$ cat config.mk
export PLATFORM = sky130hd
export DESIGN_NAME = subleq_seq
export DESIGN_NICKNAME = d
export VERILOG_FILES = /design/src/rtl/subleq_pkg.sv /design/src/rtl/subleq_seq.sv
export SDC_FILE = /design/constraint.sdc
export NUM_CORES = 1
export LEC_CHECK = 0
export BUFFER_PORTS_ARGS = -buffer_cell sky130_fd_sc_hd__buf_2
export CAP_MARGIN = 10
export CORE_AREA = 2 2 39 41
export CTS_CLUSTER_SIZE = 14
export DETAILED_ROUTE_END_ITERATION = 6
export DIE_AREA = 0 0 41 43
export GPL_ROUTABILITY_DRIVEN = 0
export GPL_TIMING_DRIVEN = 0
export HOLD_SLACK_MARGIN = 0.1
export PLACE_DENSITY = 0.81
export REMOVE_ABC_BUFFERS = 1
export SETUP_SLACK_MARGIN = 0.15
export SLEW_MARGIN = 20
export SYNTH_ARGS = -nofsm -noshare
export SYNTH_HDL_FRONTEND = slang
export SYNTH_SLANG_ARGS = --single-unit
$ cat constraint.sdc
create_clock -name i_clk -period 3.93 [get_ports i_clk]
set_input_delay 1.179 -clock i_clk [delete_from_list [all_inputs] [get_ports i_clk]]
set_output_delay 1.179 -clock i_clk [all_outputs]
set_load 0.05 [all_outputs]
$ cat src/rtl/subleq_pkg.sv
`default_nettype none

package subleq_pkg;

    localparam int UPC_W = 4;

    // Command codes of an input item.
    localparam logic [1:0] CMD_WRITE = 2'd0;
    localparam logic [1:0] CMD_READ  = 2'd1;
    localparam logic [1:0] CMD_EXEC  = 2'd2;
    localparam logic [1:0] CMD_SETPC = 2'd3;

    // Read address sources.
    localparam logic [1:0] RS_PC   = 2'd0;
    localparam logic [1:0] RS_OPA  = 2'd1;
    localparam logic [1:0] RS_OPB  = 2'd2;
    localparam logic [1:0] RS_ADDR = 2'd3;

    // Program counter operations.
    localparam logic [1:0] PC_KEEP = 2'd0;
    localparam logic [1:0] PC_SET  = 2'd1;
    localparam logic [1:0] PC_EXEC = 2'd2;

    // Jump conditions.
    localparam logic [1:0] CND_NONE = 2'd0;
    localparam logic [1:0] CND_ADDR = 2'd1;
    localparam logic [1:0] CND_HALT = 2'd2;
    localparam logic [1:0] CND_OPS  = 2'd3;

    // Result data selection.
    localparam logic [1:0] OUT_ZERO = 2'd0;
    localparam logic [1:0] OUT_MEM  = 2'd1;
    localparam logic [1:0] OUT_RES  = 2'd2;

    // Microprogram step addresses.
    localparam logic [UPC_W-1:0] U_W0    = 4'd0;
    localparam logic [UPC_W-1:0] U_W1    = 4'd1;
    localparam logic [UPC_W-1:0] U_R0    = 4'd2;
    localparam logic [UPC_W-1:0] U_R1    = 4'd3;
    localparam logic [UPC_W-1:0] U_P0    = 4'd4;
    localparam logic [UPC_W-1:0] U_X0    = 4'd5;
    localparam logic [UPC_W-1:0] U_X1    = 4'd6;
    localparam logic [UPC_W-1:0] U_X2    = 4'd7;
    localparam logic [UPC_W-1:0] U_X3    = 4'd8;
    localparam logic [UPC_W-1:0] U_FAULT = 4'd9;
    localparam logic [UPC_W-1:0] U_NOP   = 4'd10;

    typedef struct packed {
        logic [1:0]       rsrc;
        logic             we;
        logic             wsel;
        logic             ld_ir;
        logic             ld_opa;
        logic [1:0]       pcop;
        logic [1:0]       cond;
        logic [UPC_W-1:0] target;
        logic             strobe;
        logic [1:0]       osel;
        logic             fault;
        logic             last;
    } t_uword;

    typedef struct packed {
        logic addr_bad;
        logic halted;
        logic ops_bad;
    } t_flags;

    function automatic logic [UPC_W-1:0] entry(input logic [1:0] cmd);
        logic [UPC_W-1:0] e;
        case (cmd)
            CMD_WRITE: e = U_W0;
            CMD_READ:  e = U_R0;
            CMD_EXEC:  e = U_X0;
            CMD_SETPC: e = U_P0;
            default:   e = U_NOP;
        endcase
        return e;
    endfunction

    function automatic t_uword ucode(input logic [UPC_W-1:0] upc);
        t_uword w;
        w = '0;
        case (upc)
            U_W0: begin
                w.cond   = CND_ADDR;
                w.target = U_FAULT;
            end
            U_W1: begin
                w.we     = 1'b1;
                w.strobe = 1'b1;
                w.last   = 1'b1;
            end
            U_R0: begin
                w.rsrc   = RS_ADDR;
                w.cond   = CND_ADDR;
                w.target = U_FAULT;
            end
            U_R1: begin
                w.osel   = OUT_MEM;
                w.strobe = 1'b1;
                w.last   = 1'b1;
            end
            U_P0: begin
                w.pcop   = PC_SET;
                w.strobe = 1'b1;
                w.last   = 1'b1;
            end
            U_X0: begin
                w.rsrc   = RS_PC;
                w.cond   = CND_HALT;
                w.target = U_NOP;
            end
            U_X1: begin
                w.ld_ir  = 1'b1;
                w.rsrc   = RS_OPA;
                w.cond   = CND_OPS;
                w.target = U_FAULT;
            end
            U_X2: begin
                w.ld_opa = 1'b1;
                w.rsrc   = RS_OPB;
            end
            U_X3: begin
                w.we     = 1'b1;
                w.wsel   = 1'b1;
                w.pcop   = PC_EXEC;
                w.osel   = OUT_RES;
                w.strobe = 1'b1;
                w.last   = 1'b1;
            end
            U_FAULT: begin
                w.fault  = 1'b1;
                w.strobe = 1'b1;
                w.last   = 1'b1;
            end
            U_NOP: begin
                w.strobe = 1'b1;
                w.last   = 1'b1;
            end
            default: begin
                w.last = 1'b1;
            end
        endcase
        return w;
    endfunction

endpackage

`default_nettype wire

$ cat src/rtl/subleq_seq.sv
`default_nettype none

module subleq_seq (
    input  wire logic                 i_clk,
    input  wire logic                 i_rst_n,
    input  wire logic                 i_start,
    input  wire logic [1:0]           i_cmd,
    input  wire subleq_pkg::t_flags   i_flags,
    output logic                      o_busy,
    output logic                      o_accept,
    output subleq_pkg::t_uword        o_cw
);

    logic                         r_busy;
    logic                         n_busy;
    logic [subleq_pkg::UPC_W-1:0] r_upc;
    logic [subleq_pkg::UPC_W-1:0] n_upc;
    subleq_pkg::t_uword           w_word;
    logic                         w_take;

    assign w_word   = subleq_pkg::ucode(r_upc);
    assign o_cw     = r_busy ? w_word : '0;
    assign o_busy   = r_busy;
    assign o_accept = i_start & ~r_busy;

    always_comb begin
        case (w_word.cond)
            subleq_pkg::CND_NONE: w_take = 1'b0;
            subleq_pkg::CND_ADDR: w_take = i_flags.addr_bad;
            subleq_pkg::CND_HALT: w_take = i_flags.halted;
            subleq_pkg::CND_OPS:  w_take = i_flags.ops_bad;
            default:              w_take = 1'b0;
        endcase
    end

    always_comb begin
        n_busy = r_busy;
        n_upc  = r_upc;
        if (!r_busy) begin
            if (i_start) begin
                n_busy = 1'b1;
                n_upc  = subleq_pkg::entry(i_cmd);
            end
        end else if (w_word.last) begin
            n_busy = 1'b0;
        end else if (w_take) begin
            n_upc = w_word.target;
        end else begin
            n_upc = r_upc + 1'b1;
        end
    end

    always_ff @(posedge i_clk) begin
        if (!i_rst_n) begin
            r_busy <= 1'b0;
            r_upc  <= subleq_pkg::U_NOP;
        end else begin
            r_busy <= n_busy;
            r_upc  <= n_upc;
        end
    end

endmodule

`default_nettype wire

### Word-level counts from Yosys, hierarchy flattened

Index checks and enable logic that the tools add are counted.
Widths: inputs -> output; s select.

| cells by class | value |
|---|---|
| mux-type cells | 21 |
| reduce and logical (&&, ||, !) cells | 9 |
| add/sub/neg operators | 1 |
| equal/unequal tests | 17 |
| bitwise logic cells | 2 |

Operator list:

| kind | number |
|---|---|
| $mux 19 | 1 |
| $pmux 6 s3 | 1 |
| $eq 4x3->1 const B | 4 |
| $mux 4 | 4 |
| $pmux 4 s4 | 1 |
| $eq 4x4->1 const B | 3 |
| $mux 1 | 10 |
| $eq 2x2->1 const B | 4 |
| $eq 4x2->1 const B | 2 |
| $pmux 2 s2 | 2 |
| $pmux 2 s3 | 1 |
| $reduce_or 6->1 | 1 |
| $reduce_or 5->1 | 1 |
| $add 4x1->4 const B | 1 |
| $eq 2x1->1 const B | 2 |
| $eq 4x1->1 const B | 1 |
| $logic_not 2->1 | 2 |
| $logic_not 4->1 | 1 |
| $pmux 1 s4 | 1 |
| $reduce_or 2->1 | 2 |
| $ne 2x2->1 const B | 1 |
| $reduce_and 2->1 | 1 |
| $reduce_bool 2->1 | 1 |
| $and 1x1->1 | 1 |
| $not 1->1 | 1 |

| word-level totals | value |
|---|---|
| flip-flop bits (word level) | 5 |
| input port bits | 8 |
| logic and storage cells | 52 |

### Logic depth before layout (Yosys ltp)

Gate-level depths: netlist of the first run.

| logic depth | value |
|---|---|
| depth after elaboration | 8 |
| gate-level depth with buffers | 9 |
| gate-level depth less buffers | 7 |

### Least setup slack after synthesis of the first run

No wires, ideal clock.

| timing path | value |
|---|---|
| path kind | reg2out |
| start point | register r_busy (netlist: o_busy) |
| end point | output port o_cw[10] in the netlist's numbering |
| arrival | 2.501 ns |
| path slack | 0.250 ns |
| required time | 2.751 ns |
| cell stages (with the launch flop) | 4 |
| cells stage by stage | dfxtp_1 nand2b_1 nor3_1 or2_2 |

RTL lines:

| element | line | source |
|---|---|---|
| start: declaration | subleq_seq.sv:14 | `logic r_busy;` |
| start signal: assignment | subleq_seq.sv:58 | `r_busy <= n_busy;` |
| end: declaration | subleq_seq.sv:11 | `output subleq_pkg::t_uword o_cw` |

### Worst setup path in the final report of the first run

| timing path | value |
|---|---|
| start point | input port i_start |
| end point | output port o_accept |

| between the ends | value |
|---|---|
| longest elaborated chain between the ends | 1 |

Ends and longest elaborated chain:

| element | line | source |
|---|---|---|
| start: declaration | subleq_seq.sv:6 | `input wire logic i_start,` |
| $and 1x1->1 | subleq_seq.sv:24 | `assign o_accept = i_start & ~r_busy;` |
| end: declaration | subleq_seq.sv:10 | `output logic o_accept,` |

No other way between the ends.

==> results of run 1 <==
## critical path, cell delays in order
cell     delay [ns]
buf_2          0.07
nor2b_1        0.22
buf_2          0.31
## cells in the mapped netlist, types with 2 or more instances
| library cell | number |
|---|---|
| a21oi_1 | 6 |
| and2_1 | 2 |
| buf_2 | 2 |
| buf_4 | 4 |
| clkbuf_1 | 2 |
| dfxtp_1 | 5 |
| ha_1 | 4 |
| inv_1 | 6 |
| nand2_1 | 6 |
| nand2b_1 | 2 |
| nand3_1 | 3 |
| nor2_1 | 10 |
| nor2b_1 | 2 |
| nor3_1 | 6 |
| o211ai_1 | 3 |
| o21ai_0 | 4 |
| o22ai_1 | 2 |
## cell type report
cell class / count / area [µm²]
clock buffer: 4 / 26.3
multi-input combinational: 69 / 449
timing repair buffer: 27 / 135
sequential: 5 / 100
inverter: 7 / 26.3
fill: 146 / 627
tap: 16 / 20.0
## kinds of logic (layout without fill, tap and decap cells)
family	count (synthesis)	after routing	synth area share (%)
AND/OR/NAND/NOR	40	40	34.7
buffers and inverters	16	38	13.4
adder cells (fa/ha/maj)	4	4	7.89
flip-flops	5	5	15.8
AO/OA/AOI/OAI	24	24	27.6
other	1	1	0.591
## power by group
| part | internal (mW) | switching [mW] | total (mW) |
|---|---|---|---|
| clock | 0.0384 | 0.0210 | 0.0593 |
| combinational | 0.0318 | 0.0685 | 0.100 |
| sequential | 0.0557 | 0.0103 | 0.0661 |
| total | 0.126 | 0.0997 | 0.226 |
## per-stage QoR
step / total power, mW / hold WS (ns) / util [%] / setup WS (ns) / area [µm²]
floorplan: 0.142 / 0.545 / - / -0.155 / 576
global placement: 0.163 / 0.564 / 52.8 / 1.00 / 731
detailed placement: 0.165 / 0.582 / 52.8 / 0.985 / 731
CTS: 0.226 / 0.587 / 54.7 / 0.985 / 757
global route: 0.238 / 0.640 / 54.7 / 0.870 / 757
finish: 0.226 / 0.578 / 54.7 / 0.963 / 757
## per-layer routing
metal	vias up	global-route usage (%)	part of all wire, %
met3	0	2.62	5.4
met2	30	29.7	46
met1	316	28.0	48
met5	-	0	0
met4	0	6.67	0
li1	354	-	-
## registers in the layout, summed over array words and instances (netlist names)
name / cells
o_busy: 1
r_upc: 4
## worst max path at each step
stage / to / slack [ns] / start / cells past startpoint
floorplan: o_cw[12] / -0.16 / o_busy$_SDFF_PN0_ / 2
global placement: o_accept / 1.00 / i_start / 3
detailed placement: o_accept / 0.99 / i_start / 3
CTS: o_accept / 0.98 / i_start / 3
global route: o_cw[0] / 0.87 / r_upc[1]$_SDFFE_PN1P_ / 7
finish: o_accept / 0.96 / i_start / 3
## cells in the final DEF, fill, tap and decap left out, drive strengths merged
cell type / instances
a21o: 1
a21oi: 6
a221oi: 1
a22oi: 1
a311o: 1
a31oi: 2
a41oi: 1
and2: 3
and3: 2
buf: 27
clkbuf: 4
conb: 1
dfxtp: 5
ha: 4
inv: 7
nand2: 6
nand2b: 3
nand3: 3
nand4bb: 1
nor2: 10
nor2b: 3
nor3: 6
o2111ai: 1
o211ai: 3
o21ai: 4
o221a: 1
o22ai: 2
or2: 2
or3: 1
==> impl_metrics.yaml, run 1 <==
power:
  max-vdd-ir-drop_mv: 0.172
  p_leak_nw: 0.373
  powerDensity_nw_per_um2: 298
timing:
  rsz0062_at_grt: "no"
  fin_skew_ns: 0.00646
  hold_violations: 0
  fin_crit_sh_pct: 75.5
  setup_violations: 0
  slew_viol_final: 0
  post-route-min-period_ns: 2.97
  max_freq_mhz: 337
  fin_tns_setup_ns: 0
route:
  firstDrtPassIters: 4
  drc_errors: 0
  postRouteAntennaNets: 0
  via_per_inst: 5.47
  wl_per_cell_um: 12.5
  vias: 700
  drt_wl_total_um: 1600
  drtIter0Drc: 15
global_route:
  gr-usage-all-layers_pct: 19.8
  grt_pass1_wl_um: 2500
  grt_pass1_vias: 597
  overflow: 0
  antenna_found_initial: 0
  grt_max_degree: 15
yosys:
  synth-main-ff-cell: "dfxtp_1"
  synth_top_area_share_pct: 15.8
  syn_area_per_cell_um2: 7.05
  synth_cells: 90
  ys_ff_latch: 5
  seq_area_frac_synth_pct: 15.8
  synth_top_cell_by_area: "dfxtp_1"
  netlist_top_cells_area: "dfxtp_1 16%, ha_1 7.9%, nor2_1 5.9%"
  async_flop_share_pct: 0
  ys_types: 38
  syn_area_um2: 634
  synth_edf_count: 0
  ys_warn_count: 0
die:
  die_y_um: 43
  initial_core_util_pct: 45.8
  core_um2: 1380
  num_rows: 14
  die_w_um: 41
  die_area_um2: 1760
  ioPinCount: 29
status:
  status: "completed"
finish:
  diodes: 0
  layout-drive-gt1-share_pct: 33.9
  nNetsFinal: 125
  area_delta_synth_final_pct: 19.3
  fin_cells: 128
clock_tree:
  cts_resized: 0
  cts_sinks: 5
  cts_tree: "yes"
  cts_root_buf: "clkbuf_4"
  cts_made_buffers: 3
  clk_pin_slew_worst_paths_ns: 0.04
  hold_buffers: 0
  cts_setup_buffers: 0
  clk_latency_ns: 0.24
  h-tree-depth: 1
  cts.path.max_buffers: 2
worst_hold_path:
  min_to: "r_upc[0]$_SDFFE_PN0P_"
  min_path_type: "flip-flop to flip-flop"
  min_path_cells: 2
  min_from: "r_upc[0]$_SDFFE_PN0P_"
setup_path:
  required_ns: 2.75
  r2r_end: "r_upc[2]$_SDFFE_PN0P_"
  reg2reg_depth: 7
  crit_path_start_kind: "primary input"
  crit_type: "primary input to output port"
  worstReg2RegStart: "r_upc[1]$_SDFFE_PN1P_"
  arrival_ns: 1.79
  end_kind: "output port"
  r2r_slack_ns: 1.97
  path_max_fanout: 3
run:
  drv_cap: 0
place:
  io_buffers: 27
  hpwlAfterDp_um: 1210
  place_inst: 124
No activity file was read; power rests on OpenSTA's default activity.
==> run 2, diff against run 1 <==
--- a/config.mk
+++ b/config.mk
@@ -5,16 +5,17 @@
 export SDC_FILE = /design/constraint.sdc
 export NUM_CORES = 1
 export LEC_CHECK = 0
+export ABC_AREA = 1
 export BUFFER_PORTS_ARGS = -buffer_cell sky130_fd_sc_hd__buf_2
 export CAP_MARGIN = 10
-export CORE_AREA = 2 2 39 41
+export CORE_MARGIN = 2
+export CORE_UTILIZATION = 45
 export CTS_CLUSTER_SIZE = 14
 export DETAILED_ROUTE_END_ITERATION = 6
-export DIE_AREA = 0 0 41 43
 export GPL_ROUTABILITY_DRIVEN = 0
 export GPL_TIMING_DRIVEN = 0
 export HOLD_SLACK_MARGIN = 0.1
-export PLACE_DENSITY = 0.81
+export PLACE_DENSITY = 0.78
 export REMOVE_ABC_BUFFERS = 1
 export SETUP_SLACK_MARGIN = 0.15
 export SLEW_MARGIN = 20
==> constraint.sdc (replaced) <==
create_clock -name i_clk -period 3.1 [get_ports i_clk]
set_input_delay 0.93 -clock i_clk [delete_from_list [all_inputs] [get_ports i_clk]]
set_output_delay 0.93 -clock i_clk [all_outputs]
set_load 0.05 [all_outputs]
==> impl_metrics.yaml, run 2 <==
yosys:
  ys_ff_latch: 5
  syn_area_um2: 624
  ys_warn_count: 0
  async_flop_share_pct: 0
  synth.most_common_cell: "nand2_1"
  synth_edf_count: 0
  synth_cells: 97
  seq_area_frac_synth_pct: 16.0
  netlist_top_cells_area: "dfxtp_1 16%, nand2_1 9.0%, nor2_1 8.4%"
  syn_area_per_cell_um2: 6.44
  ys_types: 31
  synth_commonest_cells: "15 x nand2_1, 14 x nor2_1, 11 x inv_1"
  synth-main-ff-cell: "dfxtp_1"
  synth_top_area_share_pct: 16.0
  synth_top_cell_by_area: "dfxtp_1"
route:
  drc_errors: 0
  wl_per_cell_um: 9.94
  postRouteAntennaNets: 0
  vias: 665
  drt_wl_total_um: 1350
  via_per_inst: 4.89
  firstDrtPassIters: 2
  drtIter0Drc: 3
die:
  ioPinCount: 29
  die_area_um2: 1700
  die_y_um: 41.3
  core_um2: 1300
  num_rows: 13
  die_w_um: 41.3
  initial_core_util_pct: 48.0
run:
  drv_cap: 0
setup_path:
  crit_path_start_kind: "flip-flop"
  path_max_fanout: 6
  end_kind: "output port"
  arrival_ns: 1.82
  reg2reg_depth: 6
  crit_type: "flip-flop to output port"
  required_ns: 2.17
  r2r_slack_ns: 1.38
clock_tree:
  cts_root_buf: "clkbuf_4"
  h-tree-depth: 1
  clk_latency_ns: 0.23
  hold_buffers: 0
  cts_made_buffers: 3
  cts_setup_buffers: 0
  cts_tree: "yes"
  cts_sinks: 5
  clk_pin_slew_worst_paths_ns: 0.04
  cts.path.max_buffers: 2
  cts_resized: 0
finish:
  fill_cells: 142
  largest_register: "r_upc"
  layout-drive-gt1-share_pct: 37.2
  diodes: 0
  area_delta_synth_final_pct: 21.0
  nNetsFinal: 134
  largest_reg_flops: 4
  final_common_cell: "buf_2"
  final_cell_mix: "27 x buf_2, 15 x nand2_1, 14 x nor2_1"
place:
  dp_slack_ns: 0.603
  io_buffers: 27
  hpwlAfterDp_um: 1130
timing:
  rsz0062_at_grt: "no"
  hold_violations: 0
  max_freq_mhz: 364
  hold_ws_ns: 0.602
  slew_viol_final: 0
  fin_ws_ns: 0.350
  fin_skew_ns: 0.00162
  tightest_slew_ns: 0.553
  fin_crit_sh_pct: 88.7
  slew-limit-headroom_pct: 63.1
  post-route-min-period_ns: 2.75
  setup_violations: 0
  fin_tns_setup_ns: 0
global_route:
  grt_pass1_wl_um: 2040
  grt_max_degree: 21
  antenna_found_initial: 0
  gr-usage-all-layers_pct: 18.1
  grt_pass1_vias: 500
  overflow: 0
power:
  powerDensity_nw_per_um2: 379
  p_leak_nw: 0.446
  max-vdd-ir-drop_mv: 0.227
worst_hold_path:
  min_path_type: "flip-flop to flip-flop"
  min_path_cells: 2
status:
  status: "completed"
[run 2: power by group]
| part | total [mW] | switching (mW) | internal [mW] |
|---|---|---|---|
| clock network | 0.0721 | 0.0237 | 0.0485 |
| logic | 0.133 | 0.0948 | 0.0379 |
| registers | 0.0813 | 0.00998 | 0.0713 |
[run 2: final timing paths]
path                                            start                     to
worst min-delay path            r_upc[0]$_SDFFE_PN0P_  r_upc[0]$_SDFFE_PN0P_
worst min register to register  r_upc[0]$_SDFFE_PN0P_  r_upc[0]$_SDFFE_PN0P_
worst max register to register  r_upc[0]$_SDFFE_PN0P_  r_upc[0]$_SDFFE_PN0P_
worst max-delay path            r_upc[0]$_SDFFE_PN0P_                o_cw[5]
[run 2: routing by layer]
| layer | share of wire [%] | GRT usage, % |
|---|---|---|
| met4 | 0.44 | 7.26 |
| met1 | 46 | 21.2 |
| met5 | 0 | 0 |
| met2 | 47 | 32.0 |
| met3 | 5.8 | 3.26 |
[run 2: kinds of logic (layout without fill, tap and decap cells)]
kind of cell / Yosys count / in the layout / synth area share, %
other cells: 1 / 1 / 0.601
flops: 5 / 5 / 16.0
compound gates: 17 / 17 / 18.6
buf+inv: 22 / 46 / 17.2
simple gates: 46 / 46 / 36.7
xor+xnor: 2 / 2 / 2.81
fa+ha+maj: 4 / 4 / 8.02
[run 2: metrics by stage]
| stage | util (%) | power (mW) | cell area [µm²] | instances |
|---|---|---|---|---|
| 6_report | 58.1 | 0.286 | 756 | 136 |
| 5_1_grt | 58.1 | 0.310 | 756 | 136 |
| 3_3_place_gp | 56.1 | 0.213 | 729 | 132 |
| 2_1_floorplan | - | 0.187 | 576 | 90 |
| 3_5_place_dp | 56.1 | 0.215 | 729 | 132 |
| 4_1_cts | 58.1 | 0.290 | 756 | 136 |
[run 2: cell type report]
class	instances	area [µm²]	share of cell area, %
clock buffers	4	26.3	3.48
inverters	15	58.8	7.78
multi-input cells	70	417	55.1
flip-flops and latches	5	100	13.2
well taps	15	18.8	2.48
repair buffers	27	135	17.9
[run 2: worst max-delay path, cell delays in order, from the launching register on]
cell	delay [ns]
dfxtp_1	0.34
inv_1	0.11
ha_1	0.35
inv_2	0.09
nor2_1	0.16
inv_1	0.06
a21oi_1	0.18
buf_2	0.30
